$ cat src/bba_pkg.sv
// ----------------------------------------------------------------------------
// Buddy block allocator package
// Pool geometry, tree node codes and the index helpers shared by the block.
// ----------------------------------------------------------------------------
`default_nettype none

package bba_pkg;

	localparam int LEVELS     = 6;
	localparam int UNIT_BYTES = 64;
	localparam int UNITS      = 1 << LEVELS;
	localparam int NODES      = 2 * UNITS;
	localparam int POOL_BYTES = UNITS * UNIT_BYTES;

	localparam int UNIT_W = LEVELS;
	localparam int LINK_W = LEVELS + 1;
	localparam int NODE_W = LEVELS + 1;
	localparam int LVL_W  = $clog2(LEVELS + 1);
	localparam int OFF_W  = $clog2(POOL_BYTES);

	localparam int SIZE_W = 16;
	localparam int ADDR_W = 32;

	typedef logic [1:0]        node_st_t;
	typedef logic [LINK_W-1:0] link_t;

	localparam node_st_t NS_UNINIT = 2'd0;
	localparam node_st_t NS_FREE   = 2'd1;
	localparam node_st_t NS_USED   = 2'd2;
	localparam node_st_t NS_SPLIT  = 2'd3;

	// A link with the top bit set ends a list.
	localparam link_t NIL = link_t'(UNITS);

	localparam logic OP_ALLOC = 1'b0;
	localparam logic OP_FREE  = 1'b1;

	// Heap-ordered tree: block i of level l sits at node 2^l - 1 + i.
	function automatic logic [NODE_W-1:0] node_of(input logic [UNIT_W-1:0] unit,
			input logic [LVL_W-1:0] lvl);
		logic [NODE_W-1:0] base;
		logic [NODE_W-1:0] ofs;
		base = (NODE_W'(1) << lvl) - NODE_W'(1);
		ofs  = NODE_W'(unit >> (LVL_W'(LEVELS) - lvl));
		return base + ofs;
	endfunction

	// Size of a block of the given level in units.
	function automatic logic [UNIT_W:0] span_of(input logic [LVL_W-1:0] lvl);
		return (UNIT_W + 1)'(1) << (LVL_W'(LEVELS) - lvl);
	endfunction

	function automatic link_t link_norm(input link_t v);
		return v[UNIT_W] ? NIL : v;
	endfunction

endpackage

`default_nettype wire

$ cat src/bba_req_if.sv
// ----------------------------------------------------------------------------
// Buddy allocator request channel
// Valid/ready channel carrying one allocate or free request per beat.
// ----------------------------------------------------------------------------
`default_nettype none

interface bba_req_if;
	logic                        valid;
	logic                        ready;
	logic                        operation;
	logic [bba_pkg::SIZE_W-1:0]  request_size;
	logic [bba_pkg::ADDR_W-1:0]  free_address;

	modport source (output valid, output operation, output request_size,
		output free_address, input ready);
	modport sink (input valid, input operation, input request_size,
		input free_address, output ready);
endinterface

`default_nettype wire

$ cat src/bba_rsp_if.sv
// ----------------------------------------------------------------------------
// Buddy allocator response channel
// Valid/ready channel carrying one result per request.
// ----------------------------------------------------------------------------
`default_nettype none

interface bba_rsp_if;
	logic                        valid;
	logic                        ready;
	logic [bba_pkg::ADDR_W-1:0]  block_address;
	logic                        result_status;

	modport source (output valid, output block_address, output result_status,
		input ready);
	modport sink (input valid, input block_address, input result_status,
		output ready);
endinterface

`default_nettype wire

$ cat src/bba_ram.sv
// ----------------------------------------------------------------------------
// Buddy allocator RAM
// Simple dual-port RAM: one write port, one read port with registered data.
// ----------------------------------------------------------------------------
`default_nettype none

module bba_ram #(
	parameter int WIDTH = 8,
	parameter int DEPTH = 64
) (
	input  wire logic                     clk,
	input  wire logic                     we,
	input  wire logic [$clog2(DEPTH)-1:0] waddr,
	input  wire logic [WIDTH-1:0]         wdata,
	input  wire logic [$clog2(DEPTH)-1:0] raddr,
	output      logic [WIDTH-1:0]         rdata
);

	logic [WIDTH-1:0] mem [DEPTH];

	always_ff @(posedge clk) begin
		if (we) begin
			mem[waddr] <= wdata;
		end
		rdata <= mem[raddr];
	end

endmodule

`default_nettype wire

$ cat src/buddy_block_allocator.sv
// ----------------------------------------------------------------------------
// Buddy block allocator
// Binary buddy allocator with per-level free lists and a split/use status tree.
// ----------------------------------------------------------------------------
// Usage: requests arrive as beats on the req channel (operation 0 allocates
// request_size bytes, operation 1 frees free_address). Each request yields
// exactly one beat on rsp: block_address (pool_base plus offset, zero on
// failure and on every free) and result_status (0 success, 1 failure).
// pool_base is written through cfg_wr_en/cfg_wr_data; the user must write it
// only while the block is idle, as the block does not enforce this. One request
// is worked on at a time; ready is high only between requests. The sequencer
// works around the node tree RAM and the link RAM, both with registered reads:
//   allocate: pick a level, split a block per level down to the target,
//   pop the target list, then the result stage; free: search for the split
//   parent, check the block, then check the buddy at each level, and on a merge
//   walk the list to unlink the buddy and update the tree; then the result stage.
// Reset empties every list but level zero, which holds the whole pool, and
// clears pool_base. A finished result waits in the output register while
// the receiver stalls; the next request is taken meanwhile, and its result
// is held back until the output register has been emptied.
// ----------------------------------------------------------------------------
`default_nettype none

module buddy_block_allocator (
	input  wire logic                       clk,
	input  wire logic                       arst_n,
	input  wire logic                       cfg_wr_en,
	input  wire logic [bba_pkg::ADDR_W-1:0] cfg_wr_data,
	bba_req_if.sink                         req,
	bba_rsp_if.source                       rsp
);

	localparam int UW = bba_pkg::UNIT_W;
	localparam int LW = bba_pkg::LVL_W;
	localparam int NW = bba_pkg::NODE_W;
	localparam int KW = bba_pkg::LINK_W;
	localparam int OW = bba_pkg::OFF_W;
	localparam int AW = bba_pkg::ADDR_W;

	typedef enum logic [4:0] {
		S_IDLE, S_FIND, S_FINDW, S_CHK, S_CHKW,
		S_MSTART, S_MBUD, S_UHEADW, S_URD, S_UCHK, S_UFIXW,
		S_MCLR1, S_MCLR2, S_MPAR,
		S_ASEL, S_SRD, S_SPOPW, S_SW2, S_SW3, S_APOP, S_APOPW,
		S_RESP
	} state_t;

	state_t                    state_q;
	logic [AW-1:0]             pool_base_q;
	logic [LW-1:0]             lvl_q;
	logic [LW-1:0]             tgt_q;
	logic [UW-1:0]             unit_q;
	bba_pkg::link_t            cur_q;
	logic [KW-1:0]             steps_q;
	bba_pkg::link_t            head_q [bba_pkg::LEVELS+1];
	logic [bba_pkg::NODES-1:0] node_vld_q;
	logic                      link0_wr_q;
	logic                      nrd_vld_s1;
	logic                      nrd_root_s1;
	logic                      lrd_zero_s1;
	logic [AW-1:0]             res_addr_q;
	logic                      res_fail_q;
	logic                      rsp_vld_q;
	logic [AW-1:0]             rsp_addr_q;
	logic                      rsp_st_q;

	// RAM ports
	logic                 node_we;
	logic [NW-1:0]        node_waddr;
	bba_pkg::node_st_t    node_wdata;
	logic [NW-1:0]        node_raddr;
	bba_pkg::node_st_t    node_rdata;
	logic                 lnk_we;
	logic [UW-1:0]        lnk_waddr;
	bba_pkg::link_t       lnk_wdata;
	logic [UW-1:0]        lnk_raddr;
	bba_pkg::link_t       lnk_rdata;

	// Derived values
	logic [UW:0]          span_w;
	logic [UW-1:0]        span;
	logic [UW-1:0]        unit_al;
	logic [UW-1:0]        bud;
	logic [LW-1:0]        lvl_m1;
	logic [LW-1:0]        lvl_p1;
	logic [UW-1:0]        p2;
	logic [NW-1:0]        idx;
	logic [NW-1:0]        bidx;
	bba_pkg::link_t       head_cur;
	bba_pkg::link_t       head_nxt;
	bba_pkg::node_st_t    nrd;
	bba_pkg::link_t       lk;
	logic [LW-1:0]        req_lvl;
	logic                 req_big;
	logic [LW-1:0]        src_lvl;
	logic                 src_ok;
	logic [AW-1:0]        off;
	logic                 off_bad;
	logic [AW-1:0]        blk_addr;
	logic                 bud_at_head;

	bba_ram #(.WIDTH(2), .DEPTH(bba_pkg::NODES)) u_node_ram (
		.clk   (clk),
		.we    (node_we),
		.waddr (node_waddr),
		.wdata (node_wdata),
		.raddr (node_raddr),
		.rdata (node_rdata)
	);

	bba_ram #(.WIDTH(KW), .DEPTH(bba_pkg::UNITS)) u_link_ram (
		.clk   (clk),
		.we    (lnk_we),
		.waddr (lnk_waddr),
		.wdata (lnk_wdata),
		.raddr (lnk_raddr),
		.rdata (lnk_rdata)
	);

	assign span_w   = bba_pkg::span_of(lvl_q);
	assign span     = UW'(span_w);
	assign unit_al  = unit_q & ~UW'(span_w - (UW + 1)'(1));
	assign bud      = unit_q ^ span;
	assign lvl_m1   = lvl_q - LW'(1);
	assign lvl_p1   = lvl_q + LW'(1);
	assign p2       = unit_q | UW'(bba_pkg::span_of(lvl_p1));
	assign idx      = bba_pkg::node_of(unit_q, lvl_q);
	assign bidx     = bba_pkg::node_of(bud, lvl_q);
	assign head_cur = head_q[lvl_q];
	assign head_nxt = head_q[lvl_p1];
	assign bud_at_head = (head_cur == {1'b0, bud});

	// Entries never written read as their reset value.
	assign nrd = nrd_vld_s1 ? node_rdata :
		(nrd_root_s1 ? bba_pkg::NS_FREE : bba_pkg::NS_UNINIT);
	assign lk  = lrd_zero_s1 ? bba_pkg::NIL : bba_pkg::link_norm(lnk_rdata);

	assign off      = req.free_address - pool_base_q;
	assign off_bad  = (off >= AW'(bba_pkg::POOL_BYTES));
	assign blk_addr = pool_base_q + (AW'(unit_q) * AW'(bba_pkg::UNIT_BYTES));

	// Deepest level, i.e. smallest block, that holds the requested byte count.
	always_comb begin
		req_lvl = '0;
		req_big = 1'b1;
		for (int k = bba_pkg::LEVELS; k >= 0; k--) begin
			if ((AW'(bba_pkg::UNIT_BYTES) << k) >= AW'(req.request_size)) begin
				req_lvl = LW'(bba_pkg::LEVELS - k);
				req_big = 1'b0;
			end
		end
	end

	// Nearest shallower level with a free block to split.
	always_comb begin
		src_lvl = '0;
		src_ok  = 1'b0;
		for (int l = 0; l <= bba_pkg::LEVELS; l++) begin
			if (LW'(l) < tgt_q && !head_q[l][UW]) begin
				src_lvl = LW'(l);
				src_ok  = 1'b1;
			end
		end
	end

	always_comb begin
		node_we    = 1'b0;
		node_waddr = '0;
		node_wdata = bba_pkg::NS_UNINIT;
		node_raddr = '0;
		lnk_we     = 1'b0;
		lnk_waddr  = '0;
		lnk_wdata  = bba_pkg::NIL;
		lnk_raddr  = '0;
		case (state_q)
			S_FIND: begin
				node_raddr = bba_pkg::node_of(unit_q, lvl_m1);
			end
			S_CHK: begin
				node_raddr = bba_pkg::node_of(unit_al, lvl_q);
			end
			S_MSTART: begin
				node_we = 1'b1;
				node_wdata = bba_pkg::NS_FREE;
				if (lvl_q == '0) begin
					node_waddr = '0;
					lnk_we     = 1'b1;
					lnk_waddr  = '0;
					lnk_wdata  = bba_pkg::NIL;
				end else begin
					node_waddr = idx;
					node_raddr = bidx;
				end
			end
			S_MBUD: begin
				if (nrd != bba_pkg::NS_FREE) begin
					lnk_we    = 1'b1;
					lnk_waddr = unit_q;
					lnk_wdata = head_cur;
				end else if (bud_at_head) begin
					lnk_raddr = bud;
				end
			end
			S_URD: begin
				lnk_raddr = cur_q[UW-1:0];
			end
			S_UCHK: begin
				lnk_raddr = bud;
			end
			S_UFIXW: begin
				lnk_we    = 1'b1;
				lnk_waddr = cur_q[UW-1:0];
				lnk_wdata = lk;
			end
			S_MCLR1: begin
				node_we = 1'b1;
				node_waddr = idx;
				node_wdata = bba_pkg::NS_UNINIT;
			end
			S_MCLR2: begin
				node_we = 1'b1;
				node_waddr = bidx;
				node_wdata = bba_pkg::NS_UNINIT;
			end
			S_MPAR: begin
				node_we = 1'b1;
				node_waddr = bba_pkg::node_of(unit_q, lvl_m1);
				node_wdata = bba_pkg::NS_USED;
			end
			S_SRD, S_APOP: begin
				lnk_raddr = head_cur[UW-1:0];
			end
			S_SPOPW: begin
				node_we    = 1'b1;
				node_waddr = idx;
				node_wdata = bba_pkg::NS_SPLIT;
				lnk_we     = 1'b1;
				lnk_waddr  = p2;
				lnk_wdata  = head_nxt;
			end
			S_SW2: begin
				node_we    = 1'b1;
				node_waddr = bba_pkg::node_of(unit_q, lvl_p1);
				node_wdata = bba_pkg::NS_FREE;
				lnk_we     = 1'b1;
				lnk_waddr  = unit_q;
				lnk_wdata  = {1'b0, p2};
			end
			S_SW3: begin
				node_we    = 1'b1;
				node_waddr = bba_pkg::node_of(p2, lvl_p1);
				node_wdata = bba_pkg::NS_FREE;
			end
			S_APOPW: begin
				node_we    = 1'b1;
				node_waddr = idx;
				node_wdata = bba_pkg::NS_USED;
			end
			default: begin
			end
		endcase
	end

	assign req.ready         = (state_q == S_IDLE);
	assign rsp.valid         = rsp_vld_q;
	assign rsp.block_address = rsp_addr_q;
	assign rsp.result_status = rsp_st_q;

	always_ff @(posedge clk or negedge arst_n) begin
		if (!arst_n) begin
			state_q     <= S_IDLE;
			pool_base_q <= '0;
			steps_q     <= '0;
			node_vld_q  <= '0;
			link0_wr_q  <= 1'b0;
			nrd_vld_s1  <= 1'b0;
			nrd_root_s1 <= 1'b0;
			lrd_zero_s1 <= 1'b0;
			rsp_vld_q   <= 1'b0;
			for (int l = 0; l <= bba_pkg::LEVELS; l++) begin
				head_q[l] <= (l == 0) ? '0 : bba_pkg::NIL;
			end
		end else begin
			if (cfg_wr_en) begin
				pool_base_q <= cfg_wr_data;
			end
			if (node_we) begin
				node_vld_q[node_waddr] <= 1'b1;
			end
			if (lnk_we && lnk_waddr == '0) begin
				link0_wr_q <= 1'b1;
			end
			nrd_vld_s1  <= node_vld_q[node_raddr];
			nrd_root_s1 <= (node_raddr == '0);
			lrd_zero_s1 <= (lnk_raddr == '0) && !link0_wr_q;
			// The result stage reloads the output register itself.
			if (rsp_vld_q && rsp.ready && state_q != S_RESP) begin
				rsp_vld_q <= 1'b0;
			end

			case (state_q)
				S_IDLE: begin
					if (req.valid) begin
						res_addr_q <= '0;
						res_fail_q <= 1'b1;
						if (req.operation == bba_pkg::OP_ALLOC) begin
							tgt_q   <= req_lvl;
							state_q <= req_big ? S_RESP : S_ASEL;
						end else begin
							// The unit size is a power of two, so the unit index is
							// the top bits of the offset.
							unit_q  <= off[OW-1 -: UW];
							lvl_q   <= LW'(bba_pkg::LEVELS);
							state_q <= off_bad ? S_RESP : S_FIND;
						end
					end
				end
				S_FIND: begin
					state_q <= (lvl_q == '0) ? S_CHK : S_FINDW;
				end
				S_FINDW: begin
					if (nrd == bba_pkg::NS_SPLIT) begin
						state_q <= S_CHK;
					end else begin
						lvl_q   <= lvl_m1;
						state_q <= S_FIND;
					end
				end
				S_CHK: begin
					unit_q  <= unit_al;
					state_q <= S_CHKW;
				end
				S_CHKW: begin
					state_q <= (nrd != bba_pkg::NS_USED) ? S_RESP : S_MSTART;
				end
				S_MSTART: begin
					if (lvl_q == '0) begin
						head_q[0]  <= '0;
						res_fail_q <= 1'b0;
						state_q    <= S_RESP;
					end else begin
						state_q <= S_MBUD;
					end
				end
				S_MBUD: begin
					if (nrd != bba_pkg::NS_FREE) begin
						head_q[lvl_q] <= {1'b0, unit_q};
						res_fail_q    <= 1'b0;
						state_q       <= S_RESP;
					end else begin
						cur_q   <= head_cur;
						steps_q <= '0;
						state_q <= bud_at_head ? S_UHEADW : S_URD;
					end
				end
				S_UHEADW: begin
					head_q[lvl_q] <= lk;
					state_q       <= S_MCLR1;
				end
				S_URD: begin
					state_q <= cur_q[UW] ? S_MCLR1 : S_UCHK;
				end
				// Walk the list until the entry whose successor is the buddy.
				S_UCHK: begin
					if (lk == {1'b0, bud}) begin
						state_q <= S_UFIXW;
					end else if (steps_q == KW'(bba_pkg::UNITS)) begin
						state_q <= S_MCLR1;
					end else begin
						cur_q   <= lk;
						steps_q <= steps_q + KW'(1);
						state_q <= S_URD;
					end
				end
				S_UFIXW: begin
					state_q <= S_MCLR1;
				end
				S_MCLR1: begin
					state_q <= S_MCLR2;
				end
				S_MCLR2: begin
					state_q <= S_MPAR;
				end
				S_MPAR: begin
					unit_q  <= unit_q & ~span;
					lvl_q   <= lvl_m1;
					state_q <= S_MSTART;
				end
				S_ASEL: begin
					if (!head_q[tgt_q][UW]) begin
						lvl_q   <= tgt_q;
						state_q <= S_APOP;
					end else if (src_ok) begin
						lvl_q   <= src_lvl;
						state_q <= S_SRD;
					end else begin
						state_q <= S_RESP;
					end
				end
				S_SRD: begin
					unit_q  <= head_cur[UW-1:0];
					state_q <= S_SPOPW;
				end
				S_SPOPW: begin
					head_q[lvl_q] <= lk;
					state_q       <= S_SW2;
				end
				S_SW2: begin
					head_q[lvl_p1] <= {1'b0, unit_q};
					state_q        <= S_SW3;
				end
				S_SW3: begin
					lvl_q   <= lvl_p1;
					state_q <= (lvl_p1 == tgt_q) ? S_APOP : S_SRD;
				end
				S_APOP: begin
					if (head_cur[UW]) begin
						state_q <= S_RESP;
					end else begin
						unit_q  <= head_cur[UW-1:0];
						state_q <= S_APOPW;
					end
				end
				S_APOPW: begin
					head_q[lvl_q] <= lk;
					res_addr_q    <= blk_addr;
					res_fail_q    <= 1'b0;
					state_q       <= S_RESP;
				end
				S_RESP: begin
					if (!rsp_vld_q || rsp.ready) begin
						rsp_vld_q  <= 1'b1;
						rsp_addr_q <= res_addr_q;
						rsp_st_q   <= res_fail_q;
						state_q    <= S_IDLE;
					end
				end
				default: begin
					state_q <= S_IDLE;
				end
			endcase
		end
	end

`ifndef NO_ASSERTIONS
	a_idle_quiet: assert property (@(posedge clk) disable iff (!arst_n)
		(state_q == S_IDLE) |-> (!node_we && !lnk_we))
		else $error("memory written while idle");

	a_one_at_a_time: assert property (@(posedge clk) disable iff (!arst_n)
		(req.valid && req.ready) |=> !req.ready)
		else $error("request taken while another is in progress");

	a_walk_bound: assert property (@(posedge clk) disable iff (!arst_n)
		steps_q <= KW'(bba_pkg::UNITS))
		else $error("free list walk exceeded the pool size");

	a_link_clean: assert property (@(posedge clk) disable iff (!arst_n)
		(lnk_we && lnk_wdata[UW]) |-> (lnk_wdata == bba_pkg::NIL))
		else $error("malformed end-of-list link written");
`endif

endmodule

`default_nettype wire
$ cat src/flat_wrapper.sv
// flat-port wrapper written by rule: the top's interface ports become plain ports
module buddy_block_allocator_flat 
  (clk, arst_n, cfg_wr_en, cfg_wr_data, req_valid, req_operation, req_request_size, req_free_address, req_ready, rsp_valid, rsp_block_address, rsp_result_status, rsp_ready);
  bba_req_if req_i ();
  bba_rsp_if rsp_i ();
  input  wire logic clk;
  input  wire logic arst_n;
  input  wire logic cfg_wr_en;
  input  wire logic [bba_pkg::ADDR_W-1:0] cfg_wr_data;
  input wire logic [$bits(req_i.valid)-1:0] req_valid;
  input wire logic [$bits(req_i.operation)-1:0] req_operation;
  input wire logic [$bits(req_i.request_size)-1:0] req_request_size;
  input wire logic [$bits(req_i.free_address)-1:0] req_free_address;
  output wire logic [$bits(req_i.ready)-1:0] req_ready;
  output wire logic [$bits(rsp_i.valid)-1:0] rsp_valid;
  output wire logic [$bits(rsp_i.block_address)-1:0] rsp_block_address;
  output wire logic [$bits(rsp_i.result_status)-1:0] rsp_result_status;
  input wire logic [$bits(rsp_i.ready)-1:0] rsp_ready;
  assign req_i.valid = req_valid;
  assign req_i.operation = req_operation;
  assign req_i.request_size = req_request_size;
  assign req_i.free_address = req_free_address;
  assign req_ready = req_i.ready;
  assign rsp_valid = rsp_i.valid;
  assign rsp_block_address = rsp_i.block_address;
  assign rsp_result_status = rsp_i.result_status;
  assign rsp_i.ready = rsp_ready;
  buddy_block_allocator u_core (.clk(clk), .arst_n(arst_n), .cfg_wr_en(cfg_wr_en), .cfg_wr_data(cfg_wr_data), .req(req_i), .rsp(rsp_i));
endmodule
$ cat config.mk
export PLATFORM = sky130hd
export DESIGN_NAME = buddy_block_allocator_flat
export DESIGN_NICKNAME = d
export VERILOG_FILES = /design/src/bba_pkg.sv /design/src/bba_req_if.sv /design/src/bba_rsp_if.sv /design/src/bba_ram.sv /design/src/buddy_block_allocator.sv /design/src/flat_wrapper.sv
export SDC_FILE = /design/constraint.sdc
export NUM_CORES = 2
export LEC_CHECK = 0
export ABC_AREA = 1
export BUFFER_PORTS_ARGS = -buffer_cell sky130_fd_sc_hd__clkbuf_2
export CORE_MARGIN = 2
export CORE_UTILIZATION = 50
export CTS_BUF_LIST = sky130_fd_sc_hd__clkbuf_8
export DETAILED_ROUTE_END_ITERATION = 10
export PLACE_DENSITY = 0.66
export SLEW_MARGIN = 40
export SYNTH_ARGS = -nofsm -noshare
export SYNTH_HDL_FRONTEND = slang
export SYNTH_SLANG_ARGS = --single-unit
$ cat constraint.sdc
create_clock -name clk -period 7.7 [get_ports clk]
set_clock_uncertainty 0.2 [all_clocks]
set_input_delay 0.77 -clock clk [delete_from_list [all_inputs] [get_ports clk]]
set_output_delay 0.77 -clock clk [all_outputs]
set_load 0.02 [all_outputs]
==> impl_metrics.csv <==
group,metric,value,unit
outcome,status,"finished clean",
worst_setup_path,crit_arrival,7.22,ns
pwr,p_per_area,355,nW/um^2
floorplan,ios,121,
grt,grt_pass1_vias,39520,
clocking,numCtsBuffers,173,
clocking,cts_sinks,1024,
route,finalWirelength,154,mm
logic_synthesis,synthFlopType,"edfxtp_1",
layout,layout.nets,5931,
worst_hold_path,hold_end,"u_core.tgt_q[2]",
layout,drive_gt1_frac,0.0940,
job,cap_viol_max_count,0,
floorplan,initial_core_util,0.503,
floorplan,core,102000,sq um
worst_setup_path,crit_chain,"inv_1 -> ha_1 -> ha_1 -> inv_1 -> ha_1 -> inv_1 -> o21ai_0 -> o21ai_0 -> nand3_1 -> inv_1 -> ha_1 -> inv_1 -> fa_1 -> o21ai_0 -> xnor2_1 -> o32ai_1 -> nor3_1 -> inv_1 -> nor2_1 -> nand2_1 -> nor2_1",
sta,timing.final.crit_share,0.898,
route,dr_total_vias,40986,
pwr,clkPwrFrac,0.227,
logic_synthesis,synth_top_area_share,0.463,
clocking,ctsResizeCount,0,
sta,tns,0,ns
sta,setup-violations-final,0,
worst_setup_path,critPathSlowestCell,"ha_1",
logic_synthesis,synth_area_leader_cell,"edfxtp_1",
worst_hold_path,holdPathStages,2,
worst_setup_path,critPathMostFrequentCell,"inv_1",
pwr,power_switching,0.00855,W
logic_synthesis,syn_nets,5785,
floorplan,die_h,324,um
logic_synthesis,ys_types,57,
worst_setup_path,r2r_cells,21,
grt,track_usage,0.294,
logic_synthesis,ys_seq_elements,1024,
route,drt-pass1-iter-count,8,
worst_setup_path,required,8.00,ns
sta,rsz0062_at_grt,"false",
grt,grt_antenna_before_repair,2,
sta,report.final.slew_viol_count,0,
floorplan,die-area,105000,sq um
sta,holdWs,0.120,ns
clocking,cts_root_buffer,"clkbuf_8",
grt,grt_max_degree,115,
sta,maxSlewHeadroom,0.403,
clocking,clock_path_buffers,3,
logic_synthesis,synth_area,51200,sq um
logic_synthesis,yosysWarningCount,0,
pwr,leakage,23.3,nW
clocking,insertion_delay,0.87,ns
grt,overflow,0,
placed_design,gp_congestion,0.982,
worst_setup_path,crit_path_max_fanout,17,
logic_synthesis,synthCells,5598,
layout,area_growth,11.3,%
worst_setup_path,crit_type,"flip-flop to flip-flop",
floorplan,die_x,324,um
worst_setup_path,reg2reg_to,"u_core.u_node_ram.mem[64][0]",
placed_design,io_buffers,120,
worst_setup_path,r2r-start,"u_core.lvl_q[2]",
worst_hold_path,hold_path.class,"primary input to flip-flop",
floorplan,row_count,117,
logic_synthesis,synth.area.top_cells,"edfxtp_1 (46%), dfrtp_1 (11%), nand2_1 (9.9%)",
route,drc,0,
pwr,p_int,0.0117,W
logic_synthesis,async_flop_share,0.221,
pwr,p_seq_frac,0.365,
pwr,max-vdd-ir-drop,291,uV
worst_setup_path,slowest_delay,0.78,ns
logic_synthesis,synth_area_per_cell,9.15,sq um
worst_hold_path,holdCritStartpoint,"req_request_size[8]",
sta,fmax,145,MHz
clocking,postCtsSetupBuffers,0,
route,routed_via_density,5.65,
worst_setup_path,startpoint_type,"flip-flop",
route,wl_per_cell,21.3,um
grt,grt_pass1_wl,233,mm
pwr,switching_share,0.423,
worst_setup_path,r2r_slack,0.78,ns
clocking,path_clk_slew,0.06,ns
sta,hold_viol_final,0,
logic_synthesis,seq_area_frac_synth,0.577,
placed_design,hpwl,99.7,mm
layout,fin_util,0.560,
pwr,combPwrFrac,0.408,
clocking,htree_levels,4,
route,ant_nets,0,
clocking,cts_tree,"yes",
route,drtIter0Drc,4205,
sta,period_minus_slack,6.92,ns
logic_synthesis,synth_edf_count,789,
sta,tightest_slew,0.895,ns
worst_setup_path,end_kind,"flip-flop",
[state kept, by name, indices dropped and copies added, names as in the netlist, 13 cells and up, named ones only]
name                      count
u_core.u_node_ram.mem       256
u_core.head_q                13
u_core.pool_base_q           32
u_core.node_vld_q           128
u_core.res_addr_q            32
u_core.u_link_ram.mem       448
u_core.rsp.block_address     32
[cell usage after synthesis (21+ instances only)]
master	number
clkbuf_1	109
buf_2	104
or2_2	72
o21ai_0	260
dfrtp_1	220
nand2_1	1349
xor2_1	27
edfxtp_1	789
inv_1	634
nor3_1	52
nor2_1	563
ha_1	94
o22ai_1	80
a21oi_1	225
o211ai_1	196
nand3_1	544
nand4_1	21
buf_1	26
[routing by layer]
layer	share of wire	vias to the layer above	global-route usage
li1	-	19290	-
met1	0.42	19622	0.396
met2	0.46	1725	0.474
met3	0.078	347	0.0513
met4	0.038	2	0.118
met5	0.000071	-	0
[worst max path at each step]
| stage | from | end | slack (ns) | cells past startpoint |
|---|---|---|---|---|
| after floorplan | u_core.lvl_q[0] | u_core.u_link_ram.mem[0][6] | 2.10 | 12 |
| after global placement | u_core.lvl_q[1] | u_core.u_node_ram.mem[68][0] | 1.19 | 24 |
| after detailed placement | u_core.lvl_q[2] | u_core.u_node_ram.mem[68][1] | 1.13 | 22 |
| after CTS | u_core.lvl_q[2] | u_core.u_node_ram.mem[68][0] | 1.06 | 22 |
| after global routing | u_core.lvl_q[2] | u_core.u_node_ram.mem[64][0] | 0.38 | 24 |
| final | u_core.lvl_q[2] | u_core.u_node_ram.mem[64][0] | 0.78 | 21 |
[kinds of logic after synthesis]
group / synth area share
buffers and inverters: 0.0703
AND/OR/NAND/NOR: 0.217
AO/OA/AOI/OAI: 0.103
flip-flops: 0.577
adder cells (fa/ha/maj): 0.0257
XOR/XNOR: 0.00735
[power by group through the flow]
stage	clock network (W)	logic, W	registers, W
5_1_grt	0.00492	0.00900	0.00744
3_5_place_dp	0	0.00811	0.00748
2_1_floorplan	0	0.00519	0.00748
6_report	0.00460	0.00825	0.00739
3_3_place_gp	0	0.00804	0.00749
4_1_cts	0.00468	0.00816	0.00738
[cell usage in the layout, fill, tap and decap left out, drive strengths merged, types with 16 or more instances in the layout]
master       count
nand2         1355
edfxtp         789
inv            722
nor2           575
nand3          544
clkbuf         310
o21ai          266
a21oi          228
dfrtp          220
o211ai         196
ha              94
o22ai           80
buf             74
or2             73
nor3            53
clkinv          45
dlygate4sd3     34
xor2            27
nand4           21
a22oi           16
nand3b          16
xnor2           16
[final cells by class]
| cell class | instances | area [sq um] |
|---|---|---|
| fill | 9168 | 44800 |
| sequential | 1024 | 29500 |
| multi-input combinational | 3669 | 18400 |
| clock buffer | 191 | 2630 |
| inverter | 649 | 2440 |
| tap | 1368 | 1710 |
| timing repair buffer | 227 | 1670 |
| clock inverter | 121 | 621 |
| antenna | 5 | 12.5 |
[critical path, delay by kind of cell (launching register included)]
family          cells  cell delay [ns]
simple gates        5             1.78
compound gates      4             0.88
xor+xnor            1             0.23
fa+ha+maj           5             2.04
buf+inv             6             0.82
flops               1             0.61
[repair_timing]
action	in CTS	in global routing
hold buffers	34	0
hold endpoints to repair	106	0
endpoints found under the setup margin	0	0
[through the flow]
step	setup WS, ns	instance area, sq um	cells	total power [W]
after floorplan	2.10	51200	5598	0.0127
after global placement	1.19	53300	6902	0.0155
final	0.785	57000	7254	0.0202
after global routing	0.375	57000	7254	0.0214
after detailed placement	1.13	53400	6903	0.0156
after CTS	1.06	56900	7249	0.0202
Power figures use the tool's default switching activity.
